==> src/hw/rtl/ttrg_pkg.sv <==
// shared types, constants and font rom for the text to rectangle generator
package ttrg_pkg;

    localparam int COORD_BITS = 16;
    localparam int WIDE_BITS  = ((COORD_BITS > 16) ? COORD_BITS : 16) + 2;

    typedef logic signed [WIDE_BITS-1:0] wide_t;

    localparam wide_t COORD_HI = wide_t'((longint'(1) << (COORD_BITS - 1)) - longint'(1));
    localparam wide_t COORD_LO = -COORD_HI - wide_t'(1);

    // register map, word index
    localparam logic [1:0] REG_ORIGIN_X    = 2'd0;
    localparam logic [1:0] REG_ORIGIN_Y    = 2'd1;
    localparam logic [1:0] REG_PIXEL_SCALE = 2'd2;
    localparam logic [1:0] REG_DRAW_COLOR  = 2'd3;

    // '?' drawn for bad or unfinished sequences
    localparam logic [10:0] CP_FALLBACK = 11'h03F;

    typedef struct packed {
        logic [14:0] origin_x;
        logic [14:0] origin_y;
        logic [7:0]  scale;
        logic [15:0] color;
    } cfg_t;

    typedef struct packed {
        logic        wr;
        logic [14:0] value;
    } origin_wr_t;

    typedef struct packed {
        logic load;
        logic emit;
        logic pen_step;
        logic second;
        logic restore;
    } cmd_t;

    typedef struct packed {
        logic rows_empty;
        logic adv0;
        logic adv1;
        logic eot;
        logic out_free;
    } status_t;

    typedef enum logic [1:0] {
        ST_IDLE,
        ST_GLYPH_A,
        ST_GLYPH_B
    } state_t;

    function automatic wide_t clamp_coord(input wide_t v);
        wide_t r;
        if (v > COORD_HI) begin
            r = COORD_HI;
        end else if (v < COORD_LO) begin
            r = COORD_LO;
        end else begin
            r = v;
        end
        return r;
    endfunction

    function automatic logic [14:0] rows5(input logic [2:0] a, input logic [2:0] b,
                                          input logic [2:0] c, input logic [2:0] d,
                                          input logic [2:0] e);
        return {a, b, c, d, e};
    endfunction

    // top row in the high bits, leftmost pixel is the msb of each row
    function automatic logic [14:0] font_lookup(input logic [10:0] cp);
        logic [14:0] r;
        r = '0;
        case (cp)
            11'h030: r = rows5(3'd7, 3'd5, 3'd5, 3'd5, 3'd7);
            11'h031: r = rows5(3'd2, 3'd6, 3'd2, 3'd2, 3'd7);
            11'h032: r = rows5(3'd6, 3'd1, 3'd7, 3'd4, 3'd7);
            11'h033: r = rows5(3'd6, 3'd1, 3'd3, 3'd1, 3'd6);
            11'h034: r = rows5(3'd5, 3'd5, 3'd7, 3'd1, 3'd1);
            11'h035: r = rows5(3'd7, 3'd4, 3'd6, 3'd1, 3'd6);
            11'h036: r = rows5(3'd3, 3'd4, 3'd7, 3'd5, 3'd7);
            11'h037: r = rows5(3'd7, 3'd1, 3'd2, 3'd2, 3'd2);
            11'h038: r = rows5(3'd7, 3'd5, 3'd7, 3'd5, 3'd7);
            11'h039: r = rows5(3'd7, 3'd5, 3'd7, 3'd1, 3'd6);
            11'h041: r = rows5(3'd2, 3'd5, 3'd7, 3'd5, 3'd5);
            11'h042: r = rows5(3'd6, 3'd5, 3'd6, 3'd5, 3'd6);
            11'h043: r = rows5(3'd3, 3'd4, 3'd4, 3'd4, 3'd3);
            11'h044: r = rows5(3'd6, 3'd5, 3'd5, 3'd5, 3'd6);
            11'h045: r = rows5(3'd7, 3'd4, 3'd6, 3'd4, 3'd7);
            11'h046: r = rows5(3'd7, 3'd4, 3'd6, 3'd4, 3'd4);
            11'h047: r = rows5(3'd3, 3'd4, 3'd5, 3'd5, 3'd3);
            11'h048: r = rows5(3'd5, 3'd5, 3'd7, 3'd5, 3'd5);
            11'h049: r = rows5(3'd7, 3'd2, 3'd2, 3'd2, 3'd7);
            11'h04A: r = rows5(3'd1, 3'd1, 3'd1, 3'd5, 3'd2);
            11'h04B: r = rows5(3'd5, 3'd5, 3'd6, 3'd5, 3'd5);
            11'h04C: r = rows5(3'd4, 3'd4, 3'd4, 3'd4, 3'd7);
            11'h04D: r = rows5(3'd5, 3'd7, 3'd7, 3'd5, 3'd5);
            11'h04E: r = rows5(3'd5, 3'd7, 3'd7, 3'd7, 3'd5);
            11'h04F: r = rows5(3'd2, 3'd5, 3'd5, 3'd5, 3'd2);
            11'h050: r = rows5(3'd6, 3'd5, 3'd6, 3'd4, 3'd4);
            11'h051: r = rows5(3'd2, 3'd5, 3'd5, 3'd3, 3'd1);
            11'h052: r = rows5(3'd6, 3'd5, 3'd6, 3'd5, 3'd5);
            11'h053: r = rows5(3'd3, 3'd4, 3'd2, 3'd1, 3'd6);
            11'h054: r = rows5(3'd7, 3'd2, 3'd2, 3'd2, 3'd2);
            11'h055: r = rows5(3'd5, 3'd5, 3'd5, 3'd5, 3'd7);
            11'h056: r = rows5(3'd5, 3'd5, 3'd5, 3'd5, 3'd2);
            11'h057: r = rows5(3'd5, 3'd5, 3'd7, 3'd7, 3'd5);
            11'h058: r = rows5(3'd5, 3'd5, 3'd2, 3'd5, 3'd5);
            11'h059: r = rows5(3'd5, 3'd5, 3'd2, 3'd2, 3'd2);
            11'h05A: r = rows5(3'd7, 3'd1, 3'd2, 3'd4, 3'd7);
            11'h061: r = rows5(3'd2, 3'd5, 3'd7, 3'd5, 3'd5);
            11'h062: r = rows5(3'd6, 3'd5, 3'd6, 3'd5, 3'd6);
            11'h072: r = rows5(3'd6, 3'd5, 3'd6, 3'd5, 3'd5);
            11'h02D: r = rows5(3'd0, 3'd0, 3'd7, 3'd0, 3'd0);
            11'h03A: r = rows5(3'd0, 3'd2, 3'd0, 3'd2, 3'd0);
            11'h02E: r = rows5(3'd0, 3'd0, 3'd0, 3'd0, 3'd2);
            11'h025: r = rows5(3'd5, 3'd1, 3'd2, 3'd4, 3'd5);
            11'h02F: r = rows5(3'd1, 3'd1, 3'd2, 3'd4, 3'd4);
            11'h02B: r = rows5(3'd0, 3'd2, 3'd7, 3'd2, 3'd0);
            11'h021: r = rows5(3'd2, 3'd2, 3'd2, 3'd0, 3'd2);
            11'h03F: r = rows5(3'd6, 3'd1, 3'd2, 3'd0, 3'd2);
            11'h03E: r = rows5(3'd4, 3'd2, 3'd1, 3'd2, 3'd4);
            11'h03C: r = rows5(3'd1, 3'd2, 3'd4, 3'd2, 3'd1);
            11'h401: r = rows5(3'd5, 3'd7, 3'd4, 3'd6, 3'd7);
            11'h410: r = rows5(3'd2, 3'd5, 3'd7, 3'd5, 3'd5);
            11'h411: r = rows5(3'd7, 3'd4, 3'd6, 3'd5, 3'd6);
            11'h412: r = rows5(3'd6, 3'd5, 3'd6, 3'd5, 3'd6);
            11'h413: r = rows5(3'd7, 3'd4, 3'd4, 3'd4, 3'd4);
            11'h414: r = rows5(3'd2, 3'd5, 3'd5, 3'd7, 3'd5);
            11'h415: r = rows5(3'd7, 3'd4, 3'd6, 3'd4, 3'd7);
            11'h416: r = rows5(3'd5, 3'd2, 3'd7, 3'd2, 3'd5);
            11'h417: r = rows5(3'd6, 3'd1, 3'd3, 3'd1, 3'd6);
            11'h418: r = rows5(3'd5, 3'd5, 3'd7, 3'd7, 3'd5);
            11'h419: r = rows5(3'd2, 3'd5, 3'd7, 3'd7, 3'd5);
            11'h41A: r = rows5(3'd5, 3'd5, 3'd6, 3'd5, 3'd5);
            11'h41B: r = rows5(3'd3, 3'd5, 3'd5, 3'd5, 3'd5);
            11'h41C: r = rows5(3'd5, 3'd7, 3'd7, 3'd5, 3'd5);
            11'h41D: r = rows5(3'd5, 3'd5, 3'd7, 3'd5, 3'd5);
            11'h41E: r = rows5(3'd2, 3'd5, 3'd5, 3'd5, 3'd2);
            11'h41F: r = rows5(3'd7, 3'd5, 3'd5, 3'd5, 3'd5);
            11'h420: r = rows5(3'd6, 3'd5, 3'd6, 3'd4, 3'd4);
            11'h421: r = rows5(3'd3, 3'd4, 3'd4, 3'd4, 3'd3);
            11'h422: r = rows5(3'd7, 3'd2, 3'd2, 3'd2, 3'd2);
            11'h423: r = rows5(3'd5, 3'd5, 3'd3, 3'd1, 3'd6);
            11'h424: r = rows5(3'd2, 3'd7, 3'd2, 3'd7, 3'd2);
            11'h425: r = rows5(3'd5, 3'd5, 3'd2, 3'd5, 3'd5);
            11'h426: r = rows5(3'd5, 3'd5, 3'd5, 3'd7, 3'd1);
            11'h427: r = rows5(3'd5, 3'd5, 3'd3, 3'd1, 3'd1);
            11'h428: r = rows5(3'd5, 3'd5, 3'd5, 3'd5, 3'd7);
            11'h429: r = rows5(3'd5, 3'd5, 3'd5, 3'd7, 3'd1);
            11'h42A: r = rows5(3'd4, 3'd4, 3'd6, 3'd5, 3'd6);
            11'h42B: r = rows5(3'd5, 3'd5, 3'd7, 3'd5, 3'd7);
            11'h42C: r = rows5(3'd4, 3'd4, 3'd6, 3'd5, 3'd6);
            11'h42D: r = rows5(3'd6, 3'd1, 3'd3, 3'd1, 3'd6);
            11'h42E: r = rows5(3'd5, 3'd7, 3'd7, 3'd7, 3'd5);
            11'h42F: r = rows5(3'd3, 3'd5, 3'd3, 3'd5, 3'd5);
            default: r = '0;
        endcase
        return r;
    endfunction

endpackage

==> src/hw/rtl/text_to_rectangle_generator.sv <==
// top level of the text to rectangle generator: 3x5 font, utf-8 in, rectangles out
//
//   channel   dir   beat contents
//   --------  ----  ------------------------------------------------------------
//   s_axis    in    one text byte, tlast on the last byte of the string
//   m_axis    out   one filled rectangle, tlast on the last one caused by a byte
//   apb       in    origin_x, origin_y, pixel_scale, draw_color at 0x0/0x4/0x8/0xC
//
// the sequencer stays busy with a byte until it has emitted its rectangles, plus a
// '?' ahead of them when an orphaned lead byte adds one; the rectangle emitter gives
// one run of one glyph row per cycle unless m_axis stalls; a glyph gives at most 9 runs
// reset clears the sequencer, the pending lead, the pen and the output register;
// registers come up as origin 0, scale 1, color 0xffff
// a stalled m_axis holds the emitter, while the final rectangle of a byte waits
// in the output register the next byte can already be accepted
module text_to_rectangle_generator import ttrg_pkg::*; (
    input  logic        clk,
    input  logic        rst_n,
    // input stream
    input  logic        s_axis_tvalid,
    output logic        s_axis_tready,
    input  logic [7:0]  s_axis_tdata,    // [7:0] text_byte
    input  logic        s_axis_tlast,    // end_of_text
    // output stream
    output logic        m_axis_tvalid,
    input  logic        m_axis_tready,
    output logic [71:0] m_axis_tdata,    // [15:0] rect_x, [31:16] rect_y,
                                         // [41:32] rect_width, [49:42] rect_height,
                                         // [65:50] rect_color, [71:66] zero
    output logic        m_axis_tlast,    // last_of_run
    // configuration
    input  logic        psel,
    input  logic        penable,
    input  logic        pwrite,
    input  logic [3:0]  paddr,
    input  logic [31:0] pwdata,
    output logic [31:0] prdata,
    output logic        pready
);

    cfg_t       cfg;
    origin_wr_t origin_wr;
    cmd_t       cmd;
    status_t    status;

    // apb never waits
    assign pready = 1'b1;

    // register bank, also reloads the pen when origin_x is written
    ttrg_cfg u_cfg (
        .clk       (clk),
        .rst_n     (rst_n),
        .psel      (psel),
        .penable   (penable),
        .pwrite    (pwrite),
        .paddr     (paddr),
        .pwdata    (pwdata),
        .prdata    (prdata),
        .cfg       (cfg),
        .origin_wr (origin_wr)
    );

    // sequencer: idle -> glyph a -> (glyph b) -> idle
    ttrg_ctrl u_ctrl (
        .clk      (clk),
        .rst_n    (rst_n),
        .in_valid (s_axis_tvalid),
        .in_ready (s_axis_tready),
        .status   (status),
        .cmd      (cmd)
    );

    // decode, font lookup, run scan, coordinate math, output register
    ttrg_datapath u_datapath (
        .clk       (clk),
        .rst_n     (rst_n),
        .cfg       (cfg),
        .origin_wr (origin_wr),
        .cmd       (cmd),
        .status    (status),
        .in_byte   (s_axis_tdata),
        .in_eot    (s_axis_tlast),
        .out_valid (m_axis_tvalid),
        .out_ready (m_axis_tready),
        .out_data  (m_axis_tdata),
        .out_last  (m_axis_tlast)
    );

    // a rectangle that is not the last of its byte means the sequencer is still busy
    assert property (@(posedge clk) disable iff (!rst_n)
        (m_axis_tvalid && !m_axis_tlast) |-> !s_axis_tready)
        else $error("input taken while a byte still has rectangles to emit");

    // every emitted rectangle has a nonzero size
    assert property (@(posedge clk) disable iff (!rst_n)
        m_axis_tvalid |-> ((m_axis_tdata[41:32] != 10'd0) && (m_axis_tdata[49:42] != 8'd0)))
        else $error("empty rectangle emitted");

    // with scale zero a byte draws nothing
    assert property (@(posedge clk) disable iff (!rst_n)
        (s_axis_tvalid && s_axis_tready && (cfg.scale == 8'd0) && !m_axis_tvalid)
        |=> !m_axis_tvalid)
        else $error("rectangle emitted with scale zero");

endmodule

==> src/hw/rtl/ttrg_cfg.sv <==
// apb register bank for origin, scale and color
module ttrg_cfg import ttrg_pkg::*; (
    input  logic        clk,
    input  logic        rst_n,
    input  logic        psel,
    input  logic        penable,
    input  logic        pwrite,
    input  logic [3:0]  paddr,
    input  logic [31:0] pwdata,
    output logic [31:0] prdata,
    output cfg_t        cfg,
    output origin_wr_t  origin_wr
);

    logic [14:0] origin_x_reg;
    logic [14:0] origin_y_reg;
    logic [7:0]  scale_reg;
    logic [15:0] color_reg;
    logic        wr_en;

    assign wr_en = psel && penable && pwrite;

    always_ff @(posedge clk or negedge rst_n)
    begin
        if (!rst_n)
        begin
            origin_x_reg <= '0;
            origin_y_reg <= '0;
            scale_reg    <= 8'd1;
            color_reg    <= 16'hFFFF;
        end
        else if (wr_en)
        begin
            unique case (paddr[3:2])
                REG_ORIGIN_X:    origin_x_reg <= pwdata[14:0];
                REG_ORIGIN_Y:    origin_y_reg <= pwdata[14:0];
                REG_PIXEL_SCALE: scale_reg    <= pwdata[7:0];
                REG_DRAW_COLOR:  color_reg    <= pwdata[15:0];
            endcase
        end
    end

    always_comb
    begin
        unique case (paddr[3:2])
            REG_ORIGIN_X:    prdata = {17'b0, origin_x_reg};
            REG_ORIGIN_Y:    prdata = {17'b0, origin_y_reg};
            REG_PIXEL_SCALE: prdata = {24'b0, scale_reg};
            REG_DRAW_COLOR:  prdata = {16'b0, color_reg};
        endcase
    end

    assign cfg.origin_x    = origin_x_reg;
    assign cfg.origin_y    = origin_y_reg;
    assign cfg.scale       = scale_reg;
    assign cfg.color       = color_reg;
    // pen reload travels with the written value
    assign origin_wr.wr    = wr_en && (paddr[3:2] == REG_ORIGIN_X);
    assign origin_wr.value = pwdata[14:0];

endmodule

==> src/hw/rtl/ttrg_ctrl.sv <==
// sequencer: takes a byte, walks glyphs a, b one rectangle per cycle if output free
module ttrg_ctrl import ttrg_pkg::*; (
    input  logic    clk,
    input  logic    rst_n,
    input  logic    in_valid,
    output logic    in_ready,
    input  status_t status,
    output cmd_t    cmd
);

    state_t state_reg;
    state_t state_next;

    always_ff @(posedge clk or negedge rst_n)
    begin
        if (!rst_n)
        begin
            state_reg <= ST_IDLE;
        end
        else
        begin
            state_reg <= state_next;
        end
    end

    always_comb
    begin
        cmd        = '0;
        in_ready   = 1'b0;
        state_next = state_reg;
        unique case (state_reg)
            ST_IDLE:
            begin
                in_ready = 1'b1;
                if (in_valid)
                begin
                    cmd.load   = 1'b1;
                    state_next = ST_GLYPH_A;
                end
            end
            ST_GLYPH_A:
            begin
                if (!status.rows_empty)
                begin
                    cmd.emit = status.out_free;
                end
                else
                begin
                    cmd.pen_step = status.adv0;
                    if (status.adv1)
                    begin
                        cmd.second = 1'b1;
                        state_next = ST_GLYPH_B;
                    end
                    else
                    begin
                        cmd.restore = status.eot;
                        state_next  = ST_IDLE;
                    end
                end
            end
            ST_GLYPH_B:
            begin
                if (!status.rows_empty)
                begin
                    cmd.emit = status.out_free;
                end
                else
                begin
                    cmd.pen_step = 1'b1;
                    cmd.restore  = status.eot;
                    state_next   = ST_IDLE;
                end
            end
            default:
            begin
                state_next = ST_IDLE;
            end
        endcase
    end

endmodule

==> src/hw/rtl/ttrg_datapath.sv <==
// utf-8 decode, glyph row scanner, coordinate math, pen and output register
module ttrg_datapath import ttrg_pkg::*; (
    input  logic        clk,
    input  logic        rst_n,
    input  cfg_t        cfg,
    input  origin_wr_t  origin_wr,
    input  cmd_t        cmd,
    output status_t     status,
    input  logic [7:0]  in_byte,
    input  logic        in_eot,
    output logic        out_valid,
    input  logic        out_ready,
    output logic [71:0] out_data,
    output logic        out_last
);

    logic                         pending_reg;
    logic [4:0]                   payload_reg;
    logic [14:0]                  rows_reg;
    logic [14:0]                  next_rows_reg;
    logic                         adv0_reg;
    logic                         adv1_reg;
    logic                         eot_reg;
    logic signed [COORD_BITS-1:0] pen_reg;
    logic                         out_valid_reg;
    logic [71:0]                  out_data_reg;
    logic                         out_last_reg;

    // byte decode
    logic        byte_ascii;
    logic        byte_lead;
    logic        byte_cont;
    logic        fresh_hold;
    logic [10:0] fresh_cp;
    logic        g0_draw;
    logic        g1_draw;
    logic [10:0] g0_cp;
    logic [10:0] g1_cp;
    logic        hold_new;
    logic        scale_on;

    assign byte_ascii = !in_byte[7];
    assign byte_lead  = (in_byte[7:5] == 3'b110);
    assign byte_cont  = (in_byte[7:6] == 2'b10);
    assign fresh_hold = byte_lead && !in_eot;
    assign fresh_cp   = byte_ascii ? {3'b000, in_byte} : CP_FALLBACK;
    assign scale_on   = (cfg.scale != 8'd0);

    always_comb
    begin
        g1_cp = fresh_cp;
        if (pending_reg && byte_cont)
        begin
            g0_draw  = 1'b1;
            g0_cp    = {payload_reg, in_byte[5:0]};
            g1_draw  = 1'b0;
            hold_new = 1'b0;
        end
        else if (pending_reg)
        begin
            // orphaned lead draws '?', then the byte is decoded on its own
            g0_draw  = 1'b1;
            g0_cp    = CP_FALLBACK;
            g1_draw  = !fresh_hold;
            hold_new = fresh_hold;
        end
        else
        begin
            g0_draw  = !fresh_hold;
            g0_cp    = fresh_cp;
            g1_draw  = 1'b0;
            hold_new = fresh_hold;
        end
    end

    // first run of the topmost non-empty row
    logic [2:0]  row_idx;
    logic [2:0]  row_pix;
    logic [1:0]  run_col;
    logic [1:0]  run_len;
    logic [2:0]  run_mask;
    logic [14:0] clear_mask;
    logic [14:0] rows_after;

    always_comb
    begin
        row_idx = 3'd0;
        row_pix = 3'b000;
        for (int r = 4; r >= 0; r--)
        begin
            if (rows_reg[14 - 3 * r -: 3] != 3'b000)
            begin
                row_idx = 3'(r);
                row_pix = rows_reg[14 - 3 * r -: 3];
            end
        end
    end

    always_comb
    begin
        case (row_pix) inside
            3'b111:
            begin
                run_col = 2'd0; run_len = 2'd3; run_mask = 3'b111;
            end
            3'b110:
            begin
                run_col = 2'd0; run_len = 2'd2; run_mask = 3'b110;
            end
            3'b100, 3'b101:
            begin
                run_col = 2'd0; run_len = 2'd1; run_mask = 3'b100;
            end
            3'b011:
            begin
                run_col = 2'd1; run_len = 2'd2; run_mask = 3'b011;
            end
            3'b010:
            begin
                run_col = 2'd1; run_len = 2'd1; run_mask = 3'b010;
            end
            3'b001:
            begin
                run_col = 2'd2; run_len = 2'd1; run_mask = 3'b001;
            end
            default:
            begin
                run_col = 2'd0; run_len = 2'd0; run_mask = 3'b000;
            end
        endcase
    end

    assign clear_mask = 15'(run_mask) << (4'd12 - 4'(row_idx) * 4'd3);
    assign rows_after = rows_reg & ~clear_mask;

    // coordinates
    logic [9:0]  scale_x1;
    logic [9:0]  scale_x2;
    logic [9:0]  start_off;
    logic [9:0]  rect_width;
    logic [10:0] y_off;
    wide_t       pen_w;
    wide_t       x_cl;
    wide_t       y_cl;
    wide_t       step_cl;
    wide_t       origin_cl;
    wide_t       load_cl;

    assign scale_x1 = {2'b00, cfg.scale};
    assign scale_x2 = {1'b0, cfg.scale, 1'b0};

    always_comb
    begin
        case (run_col)
            2'd1:    start_off = scale_x1;
            2'd2:    start_off = scale_x2;
            default: start_off = 10'd0;
        endcase
        case (run_len)
            2'd1:    rect_width = scale_x1;
            2'd2:    rect_width = scale_x2;
            2'd3:    rect_width = scale_x1 + scale_x2;
            default: rect_width = 10'd0;
        endcase
    end

    assign y_off     = 11'(row_idx) * 11'(cfg.scale);
    assign pen_w     = {{(WIDE_BITS - COORD_BITS){pen_reg[COORD_BITS-1]}}, pen_reg};
    assign x_cl      = clamp_coord(pen_w + wide_t'(start_off));
    assign y_cl      = clamp_coord({{(WIDE_BITS - 15){cfg.origin_y[14]}}, cfg.origin_y}
                                   + wide_t'(y_off));
    assign step_cl   = clamp_coord(pen_w + wide_t'({cfg.scale, 2'b00}));
    assign origin_cl = clamp_coord({{(WIDE_BITS - 15){cfg.origin_x[14]}}, cfg.origin_x});
    assign load_cl   = clamp_coord({{(WIDE_BITS - 15){origin_wr.value[14]}}, origin_wr.value});

    // decode and glyph state
    always_ff @(posedge clk or negedge rst_n)
    begin
        if (!rst_n)
        begin
            pending_reg   <= 1'b0;
            payload_reg   <= '0;
            rows_reg      <= '0;
            next_rows_reg <= '0;
            adv0_reg      <= 1'b0;
            adv1_reg      <= 1'b0;
            eot_reg       <= 1'b0;
        end
        else if (cmd.load)
        begin
            pending_reg   <= hold_new;
            payload_reg   <= hold_new ? in_byte[4:0] : 5'd0;
            rows_reg      <= (g0_draw && scale_on) ? font_lookup(g0_cp) : 15'd0;
            next_rows_reg <= (g1_draw && scale_on) ? font_lookup(g1_cp) : 15'd0;
            adv0_reg      <= g0_draw;
            adv1_reg      <= g1_draw;
            eot_reg       <= in_eot;
        end
        else if (cmd.second)
        begin
            rows_reg      <= next_rows_reg;
            next_rows_reg <= '0;
        end
        else if (cmd.emit)
        begin
            rows_reg <= rows_after;
        end
    end

    // pen: a register write wins, end of text beats the glyph advance
    always_ff @(posedge clk or negedge rst_n)
    begin
        if (!rst_n)
        begin
            pen_reg <= '0;
        end
        else if (origin_wr.wr)
        begin
            pen_reg <= load_cl[COORD_BITS-1:0];
        end
        else if (cmd.restore)
        begin
            pen_reg <= origin_cl[COORD_BITS-1:0];
        end
        else if (cmd.pen_step)
        begin
            pen_reg <= step_cl[COORD_BITS-1:0];
        end
    end

    // output register
    always_ff @(posedge clk or negedge rst_n)
    begin
        if (!rst_n)
        begin
            out_valid_reg <= 1'b0;
        end
        else if (cmd.emit)
        begin
            out_valid_reg <= 1'b1;
        end
        else if (out_ready)
        begin
            out_valid_reg <= 1'b0;
        end
    end

    always_ff @(posedge clk)
    begin
        if (cmd.emit)
        begin
            out_data_reg <= {6'b0, cfg.color, cfg.scale, rect_width, y_cl[15:0], x_cl[15:0]};
            out_last_reg <= (rows_after == 15'd0) && (next_rows_reg == 15'd0);
        end
    end

    assign out_valid = out_valid_reg;
    assign out_data  = out_data_reg;
    assign out_last  = out_last_reg;

    assign status.rows_empty = (rows_reg == 15'd0);
    assign status.adv0       = adv0_reg;
    assign status.adv1       = adv1_reg;
    assign status.eot        = eot_reg;
    assign status.out_free   = !out_valid_reg || out_ready;

endmodule

==> config.mk <==
export PLATFORM = sky130hd
export DESIGN_NAME = text_to_rectangle_generator
export DESIGN_NICKNAME = d
export VERILOG_FILES = /design/src/hw/rtl/ttrg_pkg.sv /design/src/hw/rtl/text_to_rectangle_generator.sv /design/src/hw/rtl/ttrg_cfg.sv /design/src/hw/rtl/ttrg_ctrl.sv /design/src/hw/rtl/ttrg_datapath.sv
export SDC_FILE = /design/constraint.sdc
export NUM_CORES = 1
export LEC_CHECK = 0
export ABC_AREA = 1
export ABC_CLOCK_PERIOD_IN_PS = 5550
export BUFFER_PORTS_ARGS = -buffer_cell sky130_fd_sc_hd__buf_2
export CORE_AREA = 4 4 159 161
export DETAILED_ROUTE_END_ITERATION = 12
export DIE_AREA = 0 0 163 165
export GPL_TIMING_DRIVEN = 1
export HOLD_SLACK_MARGIN = 0.15
export PLACE_DENSITY = 0.86
export SLEW_MARGIN = 0
export SYNTH_ARGS = -nofsm -noshare
export SYNTH_HDL_FRONTEND = slang
export SYNTH_SLANG_ARGS = --single-unit
==> constraint.sdc <==
create_clock -name clk -period 5.55 [get_ports clk]
set_input_delay 0.555 -clock clk [delete_from_list [all_inputs] [get_ports clk]]
set_output_delay 0.555 -clock clk [all_outputs]
set_load 0.03 [all_outputs]
==> flow_metrics.py <==
metrics = {
    "outcome": {
        "outcome": "complete, no violations",
    },
    "setup_path": {
        "path_common_cell": "nand2_1",
        "crit_end": "u_datapath.out_data[30]",
        "startpoint_type": "flip-flop",
        "reg2reg_to": "u_datapath.out_data[30]",
        "cp_num_cells": 25,
        "critPathBufInv": 2,
        "cp_max_fo": 5,
        "critical-path-max-stage-delay_ns": 0.54,
        "worstSetupStartpoint": "u_datapath.rows_reg[4]",
        "ff2ff_setup_slack_ns": 0.44,
        "cp_slowest_cell": "fa_1",
        "rr_startpoint": "u_datapath.rows_reg[4]",
        "critPathTopFamily": "compound AO/OA/AOI/OAI gates",
        "crit_path_end_kind": "flip-flop",
        "critPathRequiredTime_ns": 5.75,
        "worst-setup-path-type": "flip-flop to flip-flop",
        "worstPathArrival_ns": 5.31,
        "r2r_cells": 25,
    },
    "global_routing": {
        "overflow": 0,
        "grt_max_degree": 68,
        "first_global_vias": 13800,
        "grt_usage_pct": 34.3,
        "grt_pass1_wl_mm": 72.7,
        "antenna_found_initial": 1,
    },
    "cells_and_area": {
        "diodes": 0,
        "drive_gt1_share_pct": 11.7,
        "final_nets": 2280,
        "area_growth_syn_to_layout_pct": 10.1,
        "fillCellCount": 2120,
        "multi_input_area_um2": 7950,
        "largest_reg_flops": 66,
        "seqCellArea_um2": 4840,
    },
    "sta": {
        "period_needed_ns": 5.11,
        "final_max_slew_viol_count": 0,
        "relSlewSlack_pct": 22.0,
        "fmax_mhz": 196,
        "grt_setup_unrepaired": "false",
        "timing.final.crit_share_pct": 92.1,
        "fin_setup_tns_ns": 0,
        "hold_violations": 0,
        "worst_pin_slew_ns": 1.17,
        "fin_skew_ns": 0.0157,
        "finalSetupViolations": 0,
    },
    "clocking": {
        "cts_sinks": 179,
        "clk_pin_slew_ns": 0.08,
        "root_buffer": "clkbuf_16",
        "cts_made_buffers": 17,
        "cts_tree": "done",
        "htreeDepth": 4,
        "clock_latency_ns": 0.45,
        "clock_path_buffers": 2,
    },
    "synthesis": {
        "yosys.area.top_type": "dfrtp_1",
        "ys_ff_latch": 179,
        "synth_area_leaders": "dfrtp_1, edfxtp_1, nand2_1",
        "ys.warnings.count": 0,
        "synth_top_area_share_pct": 16.8,
        "synth-main-ff-cell": "dfrtp_1",
        "synth_cell_types": 58,
        "postSynthAreaPerCell_um2": 6.89,
        "async_flop_share_pct": 62.6,
        "synth_cells": 2057,
        "ys_seq_area_share_pct": 34.1,
        "synth_edf_count": 67,
        "syn_area_um2": 14200,
    },
    "power_and_ir_drop": {
        "total_power_uw": 8730,
        "leakage_uw": 0.00827,
        "ir_drop_uv": 305,
        "power.density_nw_per_um2": 560,
    },
    "placement": {
        "io_buffers": 118,
        "dp_hpwl_mm": 36.2,
        "gp_congestion": 1.02,
    },
    "floorplan": {
        "die_area_um2": 26900,
        "start_util_pct": 59.1,
        "die_w_um": 163,
        "core_region_area_um2": 24000,
        "rows": 57,
        "chipHeight_um": 165,
        "io_pins": 160,
    },
    "routing": {
        "avgRoutedWirePerCell_um": 18.7,
        "first_iter_violations": 1766,
        "drc": 0,
        "vias": 14900,
        "totalWireLength_mm": 46.7,
        "vias_per_cell": 5.96,
        "detail_route.first_pass.iterations": 8,
        "final_antenna_net_count": 0,
    },
    "worst_hold_path": {
        "worstHoldPathType": "input pin to flip-flop",
    },
    "job": {
        "maxCapViolCount": 0,
    },
}
-- worst register-to-register path: cells and delay by family, from the launching register on --
kind	cells	cell delay (ns)
flip-flops	1	0.42
buffers and inverters	2	0.09
AO/OA/AOI/OAI	8	1.52
XOR/XNOR	2	0.30
adder cells (fa/ha/maj)	3	1.23
AND/OR/NAND/NOR	10	1.31
-- cell usage after synthesis (29+ instances only) --
library cell,count
o21ai_0,133
nor3_1,29
nor2_1,252
inv_1,268
clkbuf_1,31
edfxtp_1,67
nand4_1,45
a21oi_1,80
nand2_1,532
nand3_1,162
xor2_1,29
ha_1,59
dfrtp_1,95
-- cell families after synthesis --
logic type / synth area share, %
AO/OA/AOI/OAI: 12.4
XOR/XNOR: 2.47
adder cells (fa/ha/maj): 6.76
buffers and inverters: 10.4
flip-flops: 34.1
other: 0.0530
AND/OR/NAND/NOR: 33.7
-- through the flow --
step                      hold WS [ns]  instance area [µm²]  utilization (%)  setup slack (ns)  cells
final                            0.316                15600             65.1             0.439   2495
after global routing             0.319                15600             65.1            0.0210   2495
after CTS                        0.315                15600             65.1             0.507   2495
after detailed placement         0.462                15000             62.4             0.550   2462
after global placement           0.466                15000             62.4             0.673   2462
after floorplan                  0.259                14200                -             0.778   2078
-- worst min-delay path by stage --
stage	cells past startpoint	slack, ns	endpoint	from
after floorplan	0	0.26	u_cfg.origin_x_reg[0]	rst_n
after global placement	2	0.47	u_datapath.adv0_reg	u_datapath.adv0_reg
after detailed placement	2	0.46	u_datapath.adv0_reg	u_datapath.adv0_reg
after CTS	2	0.31	u_datapath.out_valid	m_axis_tready
after global routing	2	0.32	u_datapath.out_valid	m_axis_tready
final	2	0.32	u_datapath.out_valid	m_axis_tready
-- power by group --
part | switching, µW | internal, µW | total (µW) | leakage [µW]
Clock | 630 | 622 | 1250 | 0.000300
Sequential | 300 | 2010 | 2310 | 0.00200
Combinational | 3630 | 1540 | 5170 | 0.00596
Total | 4560 | 4180 | 8730 | 0.00827
-- layout by cell type, fill, tap and decap left out, types with 4 or more instances in the layout --
master     count
nand2_2        6
a21oi_1       80
edfxtp_1      67
inv_6          4
fa_1          11
buf_4         15
clkinv_8       5
buf_2        117
o21ai_0      132
nor4_1        13
dfrtp_1       95
nand3_1      162
o31ai_1        5
nor2_4         5
nand3b_1       7
o22ai_1       21
conb_1        23
ha_1          59
a221oi_1       5
xor2_1        29
dfstp_2       17
nor2_1       250
nor2_2        22
o21bai_1      11
inv_2         14
o21ai_1       10
xnor2_1       11
nand3_2       10
clkbuf_16     17
nor3_1        29
nand4_1       45
o211ai_1      15
a31oi_1       10
o21a_1         5
nand2_1      532
inv_1        268
-- per-layer routing --
layer | track usage [%] | wire length (µm) | vias to the layer above
li1 | - | - | 6910
met1 | 44.3 | 18000 | 6838
met2 | 56.1 | 21600 | 920
met3 | 4.79 | 4330 | 192
met4 | 18.8 | 2770 | 2
met5 | 0 | 14 | -
-- timing repair --
item,4_1_cts,5_1_grt
hold buffers,1,0
setup endpoints to repair,0,2
resized for setup,0,1
setup buffers,0,0
hold endpoints to repair,2,0
-- layout make-up --
type	count	area share, %
Clock buffer	17	2.73
Clock inverter	15	1.26
Inverter	286	6.90
Multi-Input combinational cell	1541	51.0
Sequential cell	179	31.0
Tap cell	324	2.60
Timing Repair Buffer	133	4.54
Power figures use the tool's default switching activity.
